===== src/rtl/kpg_pkg.sv =====
// Package for the keypad password gate.
// Holds field widths, event and phase codes, key codes and shared structs.
// No dependencies.
package kpg_pkg;

  localparam int unsigned MaxDigits  = 8;
  localparam int unsigned KeyW       = 8;
  localparam int unsigned HourW      = 5;
  localparam int unsigned EventW     = 3;
  localparam int unsigned CountW     = 4;
  localparam int unsigned FailW      = 3;
  localparam int unsigned DigitW     = 4;
  localparam int unsigned CodeW      = 32;
  localparam int unsigned LimitW     = 3;
  localparam int unsigned PhaseW     = 2;
  localparam int unsigned CfgIdxW    = 3;
  localparam int unsigned CfgDataW   = 32;
  localparam int unsigned InDataW    = 16;
  localparam int unsigned OutDataW   = 16;
  localparam int unsigned StoreIdxW  = $clog2(MaxDigits);

  localparam logic [EventW-1:0] EvIgnored = 3'd0;
  localparam logic [EventW-1:0] EvDigit   = 3'd1;
  localparam logic [EventW-1:0] EvErased  = 3'd2;
  localparam logic [EventW-1:0] EvAwait   = 3'd3;
  localparam logic [EventW-1:0] EvGranted = 3'd4;
  localparam logic [EventW-1:0] EvRetry   = 3'd5;
  localparam logic [EventW-1:0] EvLockout = 3'd6;
  localparam logic [EventW-1:0] EvOutside = 3'd7;

  localparam logic [PhaseW-1:0] PhIdle    = 2'd0;
  localparam logic [PhaseW-1:0] PhCollect = 2'd1;
  localparam logic [PhaseW-1:0] PhConfirm = 2'd2;

  localparam logic [KeyW-1:0] KeyZero  = 8'h30;
  localparam logic [KeyW-1:0] KeyNine  = 8'h39;
  localparam logic [KeyW-1:0] KeyErase = 8'h43;
  localparam logic [KeyW-1:0] KeyEnter = 8'h2B;
  localparam logic [KeyW-1:0] KeyStart = 8'h2F;

  localparam logic [FailW-1:0] FailMax = 3'd7;

  localparam logic [CfgIdxW-1:0] CfgOpenHour    = 3'd0;
  localparam logic [CfgIdxW-1:0] CfgCloseHour   = 3'd1;
  localparam logic [CfgIdxW-1:0] CfgCodeDigits  = 3'd2;
  localparam logic [CfgIdxW-1:0] CfgCodeLength  = 3'd3;
  localparam logic [CfgIdxW-1:0] CfgAttemptLim  = 3'd4;

  typedef struct packed {
    logic [HourW-1:0]  open_hour;
    logic [HourW-1:0]  close_hour;
    logic [CodeW-1:0]  code_digits;
    logic [CountW-1:0] code_length;
    logic [LimitW-1:0] attempt_limit;
  } cfg_t;

  typedef struct packed {
    logic              logged_in;
    logic [FailW-1:0]  attempts_failed;
    logic [CountW-1:0] digits_entered;
    logic [EventW-1:0] event_res;
  } result_t;

endpackage


===== src/rtl/keypad_password_gate_top.sv =====
// A request is held in the input register and its result in the result register.
// Throughput: one key request per cycle while results are taken; the core logic sits
// between the input register and the result register, and a stalled result register
// blocks new requests only once the input register also holds one.
// Reset (rst_ni low, asynchronous): both registers empty, phase idle, counts and
// login flag cleared, configuration back to its default values.
// Depends on kpg_pkg, kpg_cfg_regs and kpg_core.
module keypad_password_gate_top (
  input  logic                          clk_i,
  input  logic                          rst_ni,
  input  logic                          cfg_we_i,
  input  logic [kpg_pkg::CfgIdxW-1:0]   cfg_idx_i,
  input  logic [kpg_pkg::CfgDataW-1:0]  cfg_wdata_i,
  input  logic                          s_axis_tvalid,
  output logic                          s_axis_tready,
  // [7:0] key_code, [12:8] current_hour, [15:13] zero
  input  logic [kpg_pkg::InDataW-1:0]   s_axis_tdata,
  output logic                          m_axis_tvalid,
  input  logic                          m_axis_tready,
  // [2:0] event_res, [6:3] digits_entered, [9:7] attempts_failed, [10] logged_in,
  // [15:11] zero
  output logic [kpg_pkg::OutDataW-1:0]  m_axis_tdata
);

  kpg_pkg::cfg_t    cfg;
  kpg_pkg::result_t res;

  logic                        in_valid_q;
  logic [kpg_pkg::KeyW-1:0]    key_q;
  logic [kpg_pkg::HourW-1:0]   hour_q;
  logic                        out_valid_q;
  kpg_pkg::result_t            out_q;
  logic                        out_free;
  logic                        step;
  logic                        in_take;

  assign out_free      = !out_valid_q || m_axis_tready;
  assign step          = in_valid_q && out_free;
  assign s_axis_tready = !in_valid_q || out_free;
  assign in_take       = s_axis_tvalid && s_axis_tready;

  kpg_cfg_regs u_cfg (
    .clk_i       (clk_i),
    .rst_ni      (rst_ni),
    .cfg_we_i    (cfg_we_i),
    .cfg_idx_i   (cfg_idx_i),
    .cfg_wdata_i (cfg_wdata_i),
    .cfg_o       (cfg)
  );

  kpg_core u_core (
    .clk_i  (clk_i),
    .rst_ni (rst_ni),
    .step_i (step),
    .key_i  (key_q),
    .hour_i (hour_q),
    .cfg_i  (cfg),
    .res_o  (res)
  );

  always_ff @(posedge clk_i or negedge rst_ni) begin
    if (!rst_ni) begin
      in_valid_q  <= 1'b0;
      out_valid_q <= 1'b0;
    end else begin
      if (in_take) begin
        in_valid_q <= 1'b1;
      end else if (step) begin
        in_valid_q <= 1'b0;
      end
      if (step) begin
        out_valid_q <= 1'b1;
      end else if (m_axis_tready) begin
        out_valid_q <= 1'b0;
      end
    end
  end

  always_ff @(posedge clk_i) begin
    if (in_take) begin
      key_q  <= s_axis_tdata[kpg_pkg::KeyW-1:0];
      hour_q <= s_axis_tdata[kpg_pkg::KeyW +: kpg_pkg::HourW];
    end
    if (step) begin
      out_q <= res;
    end
  end

  assign m_axis_tvalid = out_valid_q;
  assign m_axis_tdata  = kpg_pkg::OutDataW'(out_q);

endmodule


===== src/rtl/kpg_cfg_regs.sv =====
// Configuration register file for the keypad password gate.
// Depends on kpg_pkg for register indexes, widths and cfg_t.
module kpg_cfg_regs (
  input  logic                          clk_i,
  input  logic                          rst_ni,
  input  logic                          cfg_we_i,
  input  logic [kpg_pkg::CfgIdxW-1:0]   cfg_idx_i,
  input  logic [kpg_pkg::CfgDataW-1:0]  cfg_wdata_i,
  output kpg_pkg::cfg_t                 cfg_o
);

  kpg_pkg::cfg_t cfg_q, cfg_d;

  always_comb begin
    cfg_d = cfg_q;
    if (cfg_we_i) begin
      case (cfg_idx_i)
        kpg_pkg::CfgOpenHour:   cfg_d.open_hour     = cfg_wdata_i[kpg_pkg::HourW-1:0];
        kpg_pkg::CfgCloseHour:  cfg_d.close_hour    = cfg_wdata_i[kpg_pkg::HourW-1:0];
        kpg_pkg::CfgCodeDigits: cfg_d.code_digits   = cfg_wdata_i[kpg_pkg::CodeW-1:0];
        kpg_pkg::CfgCodeLength: cfg_d.code_length   = cfg_wdata_i[kpg_pkg::CountW-1:0];
        kpg_pkg::CfgAttemptLim: cfg_d.attempt_limit = cfg_wdata_i[kpg_pkg::LimitW-1:0];
        default: cfg_d = cfg_q;
      endcase
    end
  end

  always_ff @(posedge clk_i or negedge rst_ni) begin
    if (!rst_ni) begin
      cfg_q.open_hour     <= 5'd2;
      cfg_q.close_hour    <= 5'd8;
      cfg_q.code_digits   <= 32'h0000_4321;
      cfg_q.code_length   <= 4'd4;
      cfg_q.attempt_limit <= 3'd3;
    end else begin
      cfg_q <= cfg_d;
    end
  end

  assign cfg_o = cfg_q;

endmodule


===== src/rtl/kpg_core.sv =====
// Entry state machine, digit buffer and code compare for the keypad password gate.
// Depends on kpg_pkg for codes, widths, cfg_t and result_t.
module kpg_core (
  input  logic                        clk_i,
  input  logic                        rst_ni,
  input  logic                        step_i,
  input  logic [kpg_pkg::KeyW-1:0]    key_i,
  input  logic [kpg_pkg::HourW-1:0]   hour_i,
  input  kpg_pkg::cfg_t               cfg_i,
  output kpg_pkg::result_t            res_o
);

  logic [kpg_pkg::PhaseW-1:0] phase_q, phase_d;
  logic [kpg_pkg::CountW-1:0] count_q, count_d;
  logic [kpg_pkg::FailW-1:0]  fail_q, fail_d;
  logic                       login_q, login_d;
  logic [kpg_pkg::DigitW-1:0] store_q [kpg_pkg::MaxDigits];
  logic                       store_we;
  logic [kpg_pkg::StoreIdxW-1:0] store_idx;
  logic [kpg_pkg::DigitW-1:0] store_wdata;
  logic [kpg_pkg::EventW-1:0] ev;
  logic                       is_digit;
  logic                       in_window;
  logic                       match;
  logic [kpg_pkg::FailW-1:0]  fail_inc;

  assign is_digit  = (key_i >= kpg_pkg::KeyZero) && (key_i <= kpg_pkg::KeyNine);
  assign in_window = (cfg_i.open_hour <= hour_i) && (hour_i <= cfg_i.close_hour);
  assign store_idx = count_q[kpg_pkg::StoreIdxW-1:0];
  assign store_wdata = kpg_pkg::DigitW'(key_i - kpg_pkg::KeyZero);
  assign fail_inc  = (fail_q < kpg_pkg::FailMax) ? fail_q + 3'd1 : fail_q;

  always_comb begin
    match = (cfg_i.code_length <= kpg_pkg::CountW'(kpg_pkg::MaxDigits))
         && (count_q == cfg_i.code_length);
    for (int k = 0; k < kpg_pkg::MaxDigits; k++) begin
      if ((kpg_pkg::CountW'(k) < count_q)
          && (store_q[k] != cfg_i.code_digits[k*kpg_pkg::DigitW +: kpg_pkg::DigitW])) begin
        match = 1'b0;
      end
    end
  end

  always_comb begin
    phase_d  = phase_q;
    count_d  = count_q;
    fail_d   = fail_q;
    login_d  = login_q;
    store_we = 1'b0;
    ev       = kpg_pkg::EvIgnored;
    case (phase_q)
      kpg_pkg::PhCollect: begin
        if (is_digit) begin
          if (count_q < kpg_pkg::CountW'(kpg_pkg::MaxDigits)) begin
            store_we = 1'b1;
            count_d  = count_q + 4'd1;
            ev       = kpg_pkg::EvDigit;
          end
        end else if (key_i == kpg_pkg::KeyErase) begin
          if (count_q != '0) begin
            count_d = count_q - 4'd1;
            ev      = kpg_pkg::EvErased;
          end
        end else if (key_i == kpg_pkg::KeyEnter) begin
          phase_d = kpg_pkg::PhConfirm;
          ev      = kpg_pkg::EvAwait;
        end
      end
      kpg_pkg::PhConfirm: begin
        if (key_i == kpg_pkg::KeyEnter) begin
          if (match) begin
            login_d = 1'b1;
            phase_d = kpg_pkg::PhIdle;
            ev      = kpg_pkg::EvGranted;
          end else begin
            fail_d = fail_inc;
            if (fail_inc >= cfg_i.attempt_limit) begin
              phase_d = kpg_pkg::PhIdle;
              ev      = kpg_pkg::EvLockout;
            end else begin
              phase_d = kpg_pkg::PhCollect;
              count_d = '0;
              ev      = kpg_pkg::EvRetry;
            end
          end
        end
      end
      default: begin
        phase_d = kpg_pkg::PhIdle;
        if (key_i == kpg_pkg::KeyStart) begin
          if (in_window) begin
            phase_d = kpg_pkg::PhCollect;
            count_d = '0;
            fail_d  = '0;
          end else begin
            ev = kpg_pkg::EvOutside;
          end
        end
      end
    endcase
  end

  always_ff @(posedge clk_i or negedge rst_ni) begin
    if (!rst_ni) begin
      phase_q <= kpg_pkg::PhIdle;
      count_q <= '0;
      fail_q  <= '0;
      login_q <= 1'b0;
    end else if (step_i) begin
      phase_q <= phase_d;
      count_q <= count_d;
      fail_q  <= fail_d;
      login_q <= login_d;
    end
  end

  always_ff @(posedge clk_i) begin
    if (step_i && store_we) begin
      store_q[store_idx] <= store_wdata;
    end
  end

  assign res_o.event_res       = ev;
  assign res_o.digits_entered  = count_d;
  assign res_o.attempts_failed = fail_d;
  assign res_o.logged_in       = login_d;

endmodule


===== config.mk =====
export PLATFORM = sky130hd
export DESIGN_NAME = keypad_password_gate_top
export DESIGN_NICKNAME = d
export VERILOG_FILES = /design/src/rtl/kpg_pkg.sv /design/src/rtl/keypad_password_gate_top.sv /design/src/rtl/kpg_cfg_regs.sv /design/src/rtl/kpg_core.sv
export SDC_FILE = /design/constraint.sdc
export NUM_CORES = 1
export LEC_CHECK = 0
export ABC_AREA = 1
export BUFFER_PORTS_ARGS = -buffer_cell sky130_fd_sc_hd__buf_2
export CAP_MARGIN = 5
export CORE_MARGIN = 4
export CORE_UTILIZATION = 30
export CTS_CLUSTER_SIZE = 24
export DETAILED_ROUTE_END_ITERATION = 7
export GPL_TIMING_DRIVEN = 0
export SYNTH_ARGS = -nofsm -noshare
export SYNTH_HDL_FRONTEND = slang
export SYNTH_SLANG_ARGS = --single-unit

===== constraint.sdc =====
create_clock -name clk_i -period 3.2 [get_ports clk_i]
set_clock_uncertainty 0.15 [all_clocks]
set_input_delay 0 -clock clk_i [delete_from_list [all_inputs] [get_ports clk_i]]
set_output_delay 0 -clock clk_i [all_outputs]
set_load 0.005 [all_outputs]

# --- Word level (Yosys, flattened, before mapping) ---
# Memory sizes are Yosys's and may differ from the RTL's.
# Index checks and enable logic that the tools add are counted.
word_totals:
  regBits: 85
  latchBits: 0
  ramBits: 32
  romBits: 0
  in_bits: 56
  output_inout_bits: 18
  elab_cells: 144
  memories: 1
memory_table:
  columns: ["memory", "words", "width", "read_ports", "rd_clocked_by_memory_dff", "wr", "line_no", "rtl"]
  rows:
  - ["u_core.store_q", 8, 4, 8, 0, 1, "kpg_core.sv:17", "logic [kpg_pkg::DigitW-1:0] store_q [kpg_pkg::MaxDigits];"]
classes:
  addsub: 4
  multipliers: 0
  n_div: 0
  n_lt_le_gt_ge: 16
  eq_ne: 22
  shifts: 0
  mux: 56
  bitwise: 0
  reduce_logical: 28
ops:
  columns: ["cell", "n"]
  rows:
  - ["$mux 4", 9]
  - ["$mux 3", 11]
  - ["$ne 4x4->1", 8]
  - ["$mux 1", 23]
  - ["$mux 2", 9]
  - ["$eq 8x6->1 const B", 2]
  - ["$lt 3x4->1 const A", 4]
  - ["$logic_and 1x1->1", 14]
  - ["$pmux 3 s2", 2]
  - ["$le 5x5->1", 2]
  - ["$reduce_and 2->1", 5]
  - ["$eq 8x7->1 const B", 1]
  - ["$ge 8x6->1 const B", 1]
  - ["$le 8x6->1 const B", 1]
  - ["$lt 1x4->1 const A", 2]
  - ["$lt 2x4->1 const A", 2]
  - ["$pmux 4 s2", 1]
  - ["$sub 4x1->4 const B", 2]
  - ["$eq 3x2->1 const B", 2]
  - ["$reduce_and 5->1", 1]
  - ["$add 4x1->4 const B", 1]
  - ["$eq 4x4->1", 1]
  - ["$le 4x4->1 const B", 1]
  - ["$lt 4x4->1 const B", 1]
  - ["15 further kinds", 20]

# --- Logic depth before layout (Yosys ltp) ---
# Gate-level depths: netlist (run 1).
# An unclocked memory read counts as a cell.
depth:
  ltp_word: 14
  mapped_depth: 17
  ltp_nobuf: 17

# --- Hierarchy ---
# Synthesis (run 1) repeated with hierarchy kept, for this count alone.
hier_totals:
  cells_unflattened: 731
  hier_area_um2: 6149.6
modules_own_cells:
  columns: ["mod", "n_inst", "cells_per_inst", "area_per_inst_um2", "seq_area_each_um2"]
  rows:
  - ["kpg_core", 1, 466, 3308.2, 1211.2]
  - ["kpg_cfg_regs", 1, 223, 1984.4, 1238.7]
  - ["keypad_password_gate_top", 1, 42, 857.1, 770.7]

# --- Worst setup path before layout (run 1) ---
# Ideal clock, no wire load.
synth_path:
  kind: "reg-to-reg"
  startpoint: "reg u_core.fail_q[1] in the netlist's numbering"
  endpoint: "reg out_q (netlist bit m_axis_tdata[4]), data pin"
  setup_time_ps: 258
  arrival_time_ps: 1865
  t_required_ps: 2792
  path_slack_ps: 927
  path_stages_with_launch: 12
  n_path_buf: 0
  synth_period_minus_slack_ps: 2273
  cell_sequence: "dfrtp_1 -> ha_1 -> or2_2 -> nand3_1 -> ha_1 -> a21oi_1 -> o211a_1 -> nand3_2 -> nand3_1 -> nand2_1 -> nand2_1 -> nand2_1"
synth_rtl:
  columns: ["item", "line_no", "rtl"]
  rows:
  - ["from (decl)", "kpg_core.sv:15", "logic [kpg_pkg::FailW-1:0] fail_q, fail_d;"]
  - ["from (signal assigned)", "kpg_core.sv:112", "fail_q <= fail_d;"]
  - ["to (signal assigned)", "keypad_password_gate_top.sv:85", "out_q <= res;"]
  - ["to (decl)", "keypad_password_gate_top.sv:32", "kpg_pkg::result_t out_q;"]

# --- Worst setup path after layout (run 1) ---
layout_path:
  startpoint: "reg key_q[2] in the netlist's numbering"
  endpoint: "mem u_core.store_q[5][1] in the netlist's numbering (enable)"
layout_via:
  elab_chain_len: 7
  word_cells_on_any_way: 8
  classes_between: "order compare: 2; mux: 4; reduce/logical: 2"
layout_lines:
  columns: ["item", "line_no", "rtl"]
  rows:
  - ["from (decl)", "keypad_password_gate_top.sv:29", "logic [kpg_pkg::KeyW-1:0] key_q;"]
  - ["from (signal assigned)", "keypad_password_gate_top.sv:81", "key_q <= s_axis_tdata[kpg_pkg::KeyW-1:0];"]
  - ["$ge 8x6->1 or $le 8x6->1 (tied branches)", "kpg_core.sv:27", "assign is_digit = (key_i >= kpg_pkg::KeyZero) && (key_i <= kpg_pkg::KeyNine);"]
  - ["$logic_and 1x1->1 *", "kpg_core.sv:27", null]
  - ["$mux 1 *", "kpg_core.sv:53", "if (is_digit) begin"]
  - ["$mux 1 *", "kpg_core.sv:51", "case (phase_q)"]
  - ["$logic_and 1x1->1 *", "kpg_core.sv:118", "if (step_i && store_we) begin"]
  - ["$mux 1 *", "kpg_core.sv:118", null]
  - ["$mux 1 (implied by the code) *", "kpg_core.sv:119", "store_q[store_idx] <= store_wdata;"]
  - ["to (decl)", "kpg_core.sv:17", null]
# Every way passes the cells marked *; elsewhere a longest branch is shown, timed or not.

==> qor.yml, run 1 <==
max_freq_mhz: 332
final_layout_size_suffix_gt1_share_pct: 17.6
yosysWarnings: 0
dr.pass1.iters: 4
fin_util_pct: 40.7
fin_area_mm2: 0.00766
drv_slew: 0
die_x_um: 147
placed_area_mm2: 0.00646
synth_cell_type_count: 34
rsz0062_at_grt: "false"
pin_count: 74
globalplace.congestion: 0.853
row_count: 50
cts-buffers-inserted: 17
wl_per_cell_um: 12.6
hp-class: "in -> async"
timing.final.crit_period_ns: 3.01
crit_fanout: 12
endpoint: "u_core.store_q[5][1]$_DFFE_PP_"
n_antenna_cell: 0
path_clk_slew_ns: 0.06
antenna_found_initial: 0
p_switching_mw: 1.38
fin_setup_tns_ns: 0
die-area_mm2: 0.0216
hold_viol: 0
fill_cells: 1851
r2r_start: "key_q[2]$_DFFE_PP_"
postRouteWirelength_um: 13600
final.period_utilization_pct: 94.2
overflow: 0
final-setup-viol-count: 0
p_clk_share_pct: 39.9
cp-end-kind: "register"
cts.path.max_buffers: 2
grt_usage_pct: 13.2
power.leakage_nw: 3.72
synth_seq_cells: 117
cap_violations: 0
relSlewSlack_pct: 45.4
startpoint_type: "register"
crit_start: "key_q[2]$_DFFE_PP_"
grt_pass1_wl_um: 22800
ys_seq_area_share_pct: 55.6
syn_area_mm2: 0.00579
vdd_drop_max_mv: 0.374
port_buffers: 65
cp.arrival_ns: 2.91
h-tree-depth: 4
hpwlAfterDp_um: 9300
mostFrequentLayoutCells: "183 x nand2_1, 97 x inv_1, 69 x nor2_1"
r2r-end: "u_core.store_q[5][1]$_DFFE_PP_"
syn_area_per_cell_um2: 8.87
finalWorstSetupSlack_ns: 0.185
reg2reg_depth: 7
p_int_mw: 3.29
grt_max_degree: 62
preCtsSetupSlack_ns: 0.114
area_growth_pct: 32.3
clk_latency_ns: 0.42
criticalPathCategory: "reg -> reg"
vias_per_cell: 4.27
vias: 4585
power.total_mw: 4.67
initial_core_util_pct: 30.8
remaining_drc_errors: 0
status: "finished, final reports clean"
dieHeight_um: 147
powerDensity_mw_per_mm2: 609
clock-root-buffer: "clkbuf_16"
worst_pin_slew_ns: 0.819
post-cts-setup-buffers: 0
cts_tree: "yes"
cts_num_sinks: 117
nets: 877
p_comb_share_pct: 19.4
reg2reg_slack_ns: 0.19
detail-route-antenna-nets: 0
crit_required_ns: 3.09
first_global_vias: 4686
synth_cells: 653
p_seq_share_pct: 40.7
final_common_cell: "nand2_1"
swShare_pct: 29.5
drt_iter0_markers: 221
core_area_mm2: 0.0188
## metal layers
metal	wire length [µm]	vias to the layer above	track usage, %
li1	-	2368	-
met1	6480	2117	17.2
met2	6450	90	22.1
met3	552	10	3.08
met4	102	0	3.77
met5	0	-	0
## cell type report
class                           count  area [µm²]  area share (%)
Sequential cell                   117        3220            42.0
Multi-Input combinational cell    423        2130            27.8
Timing Repair Buffer              125         928            12.1
Clock buffer                       17         425            5.55
Inverter                           99         372            4.85
Tap cell                          260         325            4.25
Clock inverter                     15         155            2.02
Buffer                             18         105            1.37
## registers in the layout, indices dropped and copies added, names as in the netlist
| register | flops |
|---|---|
| hour_q | 5 |
| in_valid_q | 1 |
| u_core.store_q | 32 |
| m_axis_tdata | 11 |
| u_cfg.cfg_o | 49 |
| m_axis_tvalid | 1 |
| u_core.count_q | 4 |
| u_core.phase_q | 2 |
| u_core.login_q | 1 |
| u_core.fail_q | 3 |
| key_q | 8 |
## synth_stat cells
cell type	number	area [µm²]
buf_6	1	11.3
mux2_2	11	124
nand2_1	183	687
inv_2	2	7.51
ha_1	20	250
nor2_2	1	6.26
nand2_2	2	12.5
o21ai_1	4	20.0
o21ai_0	36	180
buf_4	7	52.6
or2_2	1	6.26
conb_1	1	3.75
o211ai_1	2	15.0
edfxtp_1	56	1680
nor4_1	2	12.5
dfstp_2	10	263
a21oi_1	31	155
o221ai_1	2	17.5
nand3_1	24	120
or2_1	1	6.26
nand4_1	3	18.8
nor2_1	69	259
xor2_1	8	70.1
buf_2	3	15.0
nand3_2	2	20.0
dfrtp_1	51	1280
o211a_1	1	10.0
o22ai_1	1	6.26
nor3_1	8	40.0
xnor2_1	4	35.0
o21ai_2	1	8.76
inv_1	97	364
a21boi_2	1	11.3
clkbuf_1	7	26.3
## through the flow
step | hold WS (ns) | std cells
CTS | 0.112 | 1074
finish | 0.0596 | 1074
floorplan | -0.446 | 657
global route | 0.133 | 1074
detailed placement | 0.00726 | 982
global placement | 0.0282 | 982
## power groups by stage
stage | Sequential (mW) | Combinational, mW | Clock, mW
final | 1.90 | 0.905 | 1.86
after global placement | 1.93 | 0.824 | 0
after CTS | 1.90 | 0.911 | 1.89
after floorplan | 1.89 | 0.605 | 0
after global routing | 1.93 | 1.05 | 1.97
after detailed placement | 1.92 | 0.846 | 0
## what timing repair did
item                       in CTS  in global routing
setup endpoints to repair       0                 16
resized for setup               0                  4
hold buffers                   60                  0
hold endpoints to repair      118                  0
## how the worst min path moves through the flow
stage                                        endpoint  slack (ns)  depth (start not counted)
after global placement             key_q[2]$_DFFE_PP_        0.03                          1
after detailed placement  u_cfg.cfg_o[17]$_DFFE_PN0P_       0.007                          1
after global routing              hour_q[0]$_DFFE_PP_        0.13                          2
after floorplan                in_valid_q$_DFFE_PN0P_       -0.45                          0
final                     u_cfg.cfg_o[18]$_DFFE_PN0P_        0.06                          2
after CTS                 u_cfg.cfg_o[17]$_DFFE_PN0P_        0.11                          2
## cell families (layout without fill, tap and decap cells)
logic type	count (synthesis)	count (layout)	synth area share (%)
xor gates and xnor gates	12	12	1.81
muxes	11	11	2.14
other	1	5	0.0647
adders and majority gates	20	20	4.32
DFF	117	117	55.6
and+or+nand+nor	296	296	20.5
AOI/OAI and AO/OA	79	79	7.32
buffers and inverters	117	274	8.23
## worst max-delay path, stage by stage (launching register included)
cell and delay [ns]:
edfxtp_1 0.62, o21ai_0 0.27, nand4_1 0.23, nor2_1 0.30, inv_1 0.09, nor3_1 0.30
nand2_1 0.19, nor3_1 0.48
Note: power is estimated with default switching activity, not from simulation.
==> run 2, diff against run 1 <==
--- a/config.mk
+++ b/config.mk
@@ -9,10 +9,12 @@
 export BUFFER_PORTS_ARGS = -buffer_cell sky130_fd_sc_hd__buf_2
 export CAP_MARGIN = 5
 export CORE_MARGIN = 4
-export CORE_UTILIZATION = 30
+export CORE_UTILIZATION = 50
+export CTS_BUF_LIST = sky130_fd_sc_hd__clkbuf_4 sky130_fd_sc_hd__clkbuf_8
 export CTS_CLUSTER_SIZE = 24
 export DETAILED_ROUTE_END_ITERATION = 7
 export GPL_TIMING_DRIVEN = 0
+export PLACE_DENSITY = 0.7
 export SYNTH_ARGS = -nofsm -noshare
 export SYNTH_HDL_FRONTEND = slang
 export SYNTH_SLANG_ARGS = --single-unit
==> qor.yml, run 2 (synthesized netlist as in run 1, its figures left out) <==
status: "finished, final reports clean"
worst_pin_slew_ns: 0.826
n_antenna_cell: 0
max_freq_mhz: 331
placed_area_mm2: 0.00631
worstPathCellList: "o21ai_0, nand4_1, nor2_1, inv_1, nor3_1, nand2_1, nor3_1"
crit_required_ns: 3.13
grt_usage_pct: 21.2
power.total_mw: 4.39
hp-class: "in -> async"
swShare_pct: 29.9
p_clk_share_pct: 35.8
slowest_stage: "edfxtp_1"
crit_fanout: 12
mostFrequentLayoutCells: "183 x nand2_1, 97 x inv_1, 69 x nor2_1"
p_comb_share_pct: 21.0
grt_pass1_wl_um: 21500
powerDensity_mw_per_mm2: 594
port_buffers: 65
globalplace.congestion: 0.840
remaining_drc_errors: 0
criticalPathCategory: "reg -> reg"
worst_hold_slack_ns: 0.0378
largest_reg_flops: 49
critPathMaxStageDelay_ns: 0.62
fin_area_mm2: 0.00739
p_switching_mw: 1.31
power.leakage_nw: 3.65
area_growth_pct: 27.6
fill_cells: 909
drt_iter0_markers: 338
cts_tree: "yes"
vias: 4707
cts.path.max_buffers: 2
detail-route-antenna-nets: 0
path_buf_inv: 1
vdd_drop_max_mv: 0.652
dr.pass1.iters: 4
cts-buffers-inserted: 17
p_int_mw: 3.08
initial_core_util_pct: 51.0
core_area_mm2: 0.0114
clock-root-buffer: "clkbuf_8"
nets: 878
die-area_mm2: 0.0134
cap_violations: 0
timing.final.crit_period_ns: 3.02
cp.arrival_ns: 2.95
wl_per_cell_um: 13.7
final-setup-viol-count: 0
final.period_utilization_pct: 94.4
final_layout_size_suffix_gt1_share_pct: 17.2
relSlewSlack_pct: 44.9
cp-end-kind: "register"
path_clk_slew_ns: 0.08
dieHeight_um: 116
grt_max_degree: 62
h-tree-depth: 4
use_met2_pct: 35.8
startpoint_type: "register"
use_met1_pct: 25.2
hpwlAfterDp_um: 8690
rsz0062_at_grt: "false"
cp_top_family: "simple AND/OR/NAND/NOR gates"
die_x_um: 116
antenna_found_initial: 0
drv_slew: 0
pin_count: 74
p_seq_share_pct: 43.2
vias_per_cell: 4.91
overflow: 0
final_common_cell: "nand2_1"
postRouteWirelength_um: 13100
cpMostUsedCell: "nor3_1"
post-cts-setup-buffers: 0
fin_setup_tns_ns: 0
hold_viol: 0
clk_latency_ns: 0.44
top_usage_layer: "met2"
row_count: 39
cts_num_sinks: 117
first_global_vias: 4693
use_met3_pct: 6.01
run 2: path summary, 6_finish.rpt:
kind,start,slack [ns],endpoint,depth (start not counted)
worst max-delay path,key_q[2]$_DFFE_PP_,0.18,u_core.store_q[2][0]$_DFFE_PP_,7
worst min-delay path,rst_ni,0.04,u_cfg.cfg_o[17]$_DFFE_PN0P_,2
worst max register to register,key_q[2]$_DFFE_PP_,0.18,u_core.store_q[2][0]$_DFFE_PP_,7
worst min register to register,u_cfg.cfg_o[44]$_DFFE_PN0P_,0.34,u_cfg.cfg_o[44]$_DFFE_PN0P_,2
max in group asynchronous,rst_ni,2.31,u_cfg.cfg_o[29]$_DFFE_PN0P_,2
min in group clk_i,s_axis_tdata[10],0.12,hour_q[2]$_DFFE_PP_,2
run 2: final cells by class:
cell class | instances | area [µm²] | area share (%)
buffer | 18 | 105 | 1.42
clock inverter | 15 | 229 | 3.10
timing repair buffer | 126 | 938 | 12.7
inverter | 99 | 372 | 5.03
sequential | 117 | 3220 | 43.6
multi-input combinational | 423 | 2120 | 28.6
clock buffer | 17 | 234 | 3.16
tap | 143 | 179 | 2.42
run 2: power by group through the flow:
| stage | clock, mW | combinational, mW | sequential (mW) |
|---|---|---|---|
| 2_1_floorplan | 0 | 0.605 | 1.89 |
| 6_report | 1.57 | 0.921 | 1.90 |
| 4_1_cts | 1.61 | 0.915 | 1.90 |
| 3_5_place_dp | 0 | 0.838 | 1.92 |
| 5_1_grt | 1.68 | 1.05 | 1.92 |
| 3_3_place_gp | 0 | 0.805 | 1.92 |
run 2: timing repair:
action	in CTS	in global routing
resized for setup	0	1
hold endpoints to repair	126	0
setup endpoints to repair	0	4
hold buffers	61	0
run 2: metal layers:
metal  share of wire, %  up-vias  routed length [µm]
li1                   -     2378                   -
met1                 43     2192                5620
met2                 50      116                6550
met3                5.2       21                 688
met4                2.0        0                 268
met5                  0        -                   0
run 2: through the flow:
step,instances,worst slack (ns),utilization (%)
2_1_floorplan,657,0.927,-
3_3_place_gp,865,0.290,55.5
3_5_place_dp,865,0.216,55.5
4_1_cts,958,0.194,65.0
5_1_grt,958,0.00827,65.0
6_report,958,0.179,65.0
==> run 3, diff against run 2 <==
==> constraint.sdc (replaced) <==
create_clock -name clk_i -period 3.4 [get_ports clk_i]
set_clock_uncertainty 0.15 [all_clocks]
set_input_delay 0 -clock clk_i [delete_from_list [all_inputs] [get_ports clk_i]]
set_output_delay 0 -clock clk_i [all_outputs]
set_load 0.005 [all_outputs]
==> qor.yml, run 3 (synthesized netlist as in run 1, its figures left out) <==
detail-route-antenna-nets: 0
core_area_mm2: 0.0114
nets: 878
area_growth_pct: 27.5
cts_num_sinks: 117
hp-class: "in -> async"
cts-buffers-inserted: 17
dieHeight_um: 116
r2r_start: "key_q[2]$_DFFE_PP_"
criticalPathCategory: "reg -> reg"
row_count: 39
path_clk_slew_ns: 0.08
vias: 4708
relSlewSlack_pct: 44.0
dr.pass1.iters: 4
h-tree-depth: 4
rsz0062_at_grt: "false"
cap_violations: 0
mostFrequentLayoutCells: "183 x nand2_1, 97 x inv_1, 69 x nor2_1"
cts.path.max_buffers: 2
largest_reg_flops: 49
initial_core_util_pct: 51.0
worst_pin_slew_ns: 0.840
status: "finished, final reports clean"
drv_slew: 0
final-setup-viol-count: 0
crit_start: "key_q[2]$_DFFE_PP_"
p_clk_share_pct: 35.8
overflow: 0
grt_pass1_wl_um: 21500
postCtsHoldBufs: 61
cts_tree: "yes"
placed_area_mm2: 0.00631
hold_viol: 0
clock-root-buffer: "clkbuf_8"
cts_resized: 0
clk_latency_ns: 0.44
grt_usage_pct: 21.2
worst_hold_slack_ns: 0.0270
swShare_pct: 29.8
final.period_utilization_pct: 88.5
cp-end-kind: "register"
globalplace.congestion: 0.840
final_layout_size_suffix_gt1_share_pct: 17.1
reg2reg_slack_ns: 0.39
wl_per_cell_um: 13.7
hpwlAfterDp_um: 8690
p_int_mw: 2.90
port_buffers: 65
reg2reg_depth: 7
antenna_found_initial: 0
powerDensity_mw_per_mm2: 559
postRouteWirelength_um: 13100
grt_max_degree: 62
cp.arrival_ns: 2.93
startpoint_type: "register"
max_freq_mhz: 333
p_comb_share_pct: 21.0
first_global_vias: 4693
p_seq_share_pct: 43.2
vdd_drop_max_mv: 0.610
die-area_mm2: 0.0134
n_antenna_cell: 0
drt_iter0_markers: 331
die_x_um: 116
power.leakage_nw: 3.65
fin_setup_tns_ns: 0
r2r-end: "u_core.store_q[2][0]$_DFFE_PP_"
final_common_cell: "nand2_1"
crit_fanout: 12
post-cts-setup-buffers: 0
crit_required_ns: 3.33
vias_per_cell: 4.91
timing.final.crit_period_ns: 3.01
fin_area_mm2: 0.00739
endpoint: "u_core.store_q[2][0]$_DFFE_PP_"
fill_cells: 910
pin_count: 74
p_switching_mw: 1.23
remaining_drc_errors: 0
run 3: final cells by class:
cell class	count	area (µm²)	share of cell area, %
timing repair buffer	126	938	12.7
clock inverter	15	229	3.10
tap	143	179	2.42
inverter	99	372	5.03
buffer	18	105	1.42
clock buffer	17	234	3.17
multi-input combinational	423	2110	28.6
sequential	117	3220	43.6
run 3: layer usage:
layer	vias up	wire, µm	global-route usage, %
met3	21	656	6.01
met1	2189	5680	25.2
li1	2378	-	-
met4	0	257	9.36
met2	120	6530	35.8
met5	-	0	0
run 3: metrics by stage:
step / total power, mW / setup WS, ns / utilization [%] / instances
6_report: 4.13 / 0.393 / 65.0 / 958
5_1_grt: 4.38 / 0.121 / 65.0 / 958
4_1_cts: 4.16 / 0.394 / 65.0 / 958
3_5_place_dp: 2.60 / 0.416 / 55.5 / 865
3_3_place_gp: 2.56 / 0.490 / 55.5 / 865
2_1_floorplan: 2.35 / 1.13 / - / 657
run 3: critical path, stage by stage (launching register included):
cell and delay (ns):
edfxtp_1 0.61, o21ai_0 0.24, nand4_1 0.20, nor2_1 0.26
inv_1 0.09, nor3_1 0.32, nand2_1 0.20, nor3_1 0.57
run 3: how the worst min path moves through the flow:
stage | endpoint | slack [ns]
floorplan | in_valid_q$_DFFE_PN0P_ | -0.45
global placement | hour_q[2]$_DFFE_PP_ | 0.03
detailed placement | u_cfg.cfg_o[17]$_DFFE_PN0P_ | -0.001
CTS | u_cfg.cfg_o[17]$_DFFE_PN0P_ | 0.05
global route | key_q[3]$_DFFE_PP_ | 0.08
finish | u_cfg.cfg_o[17]$_DFFE_PN0P_ | 0.03
run 3: power by group through the flow:
stage	clock network (mW)	registers, mW	logic [mW]
floorplan	0	1.78	0.569
global placement	0	1.81	0.758
detailed placement	0	1.81	0.788
CTS	1.51	1.79	0.861
global route	1.58	1.80	0.991
finish	1.48	1.78	0.868
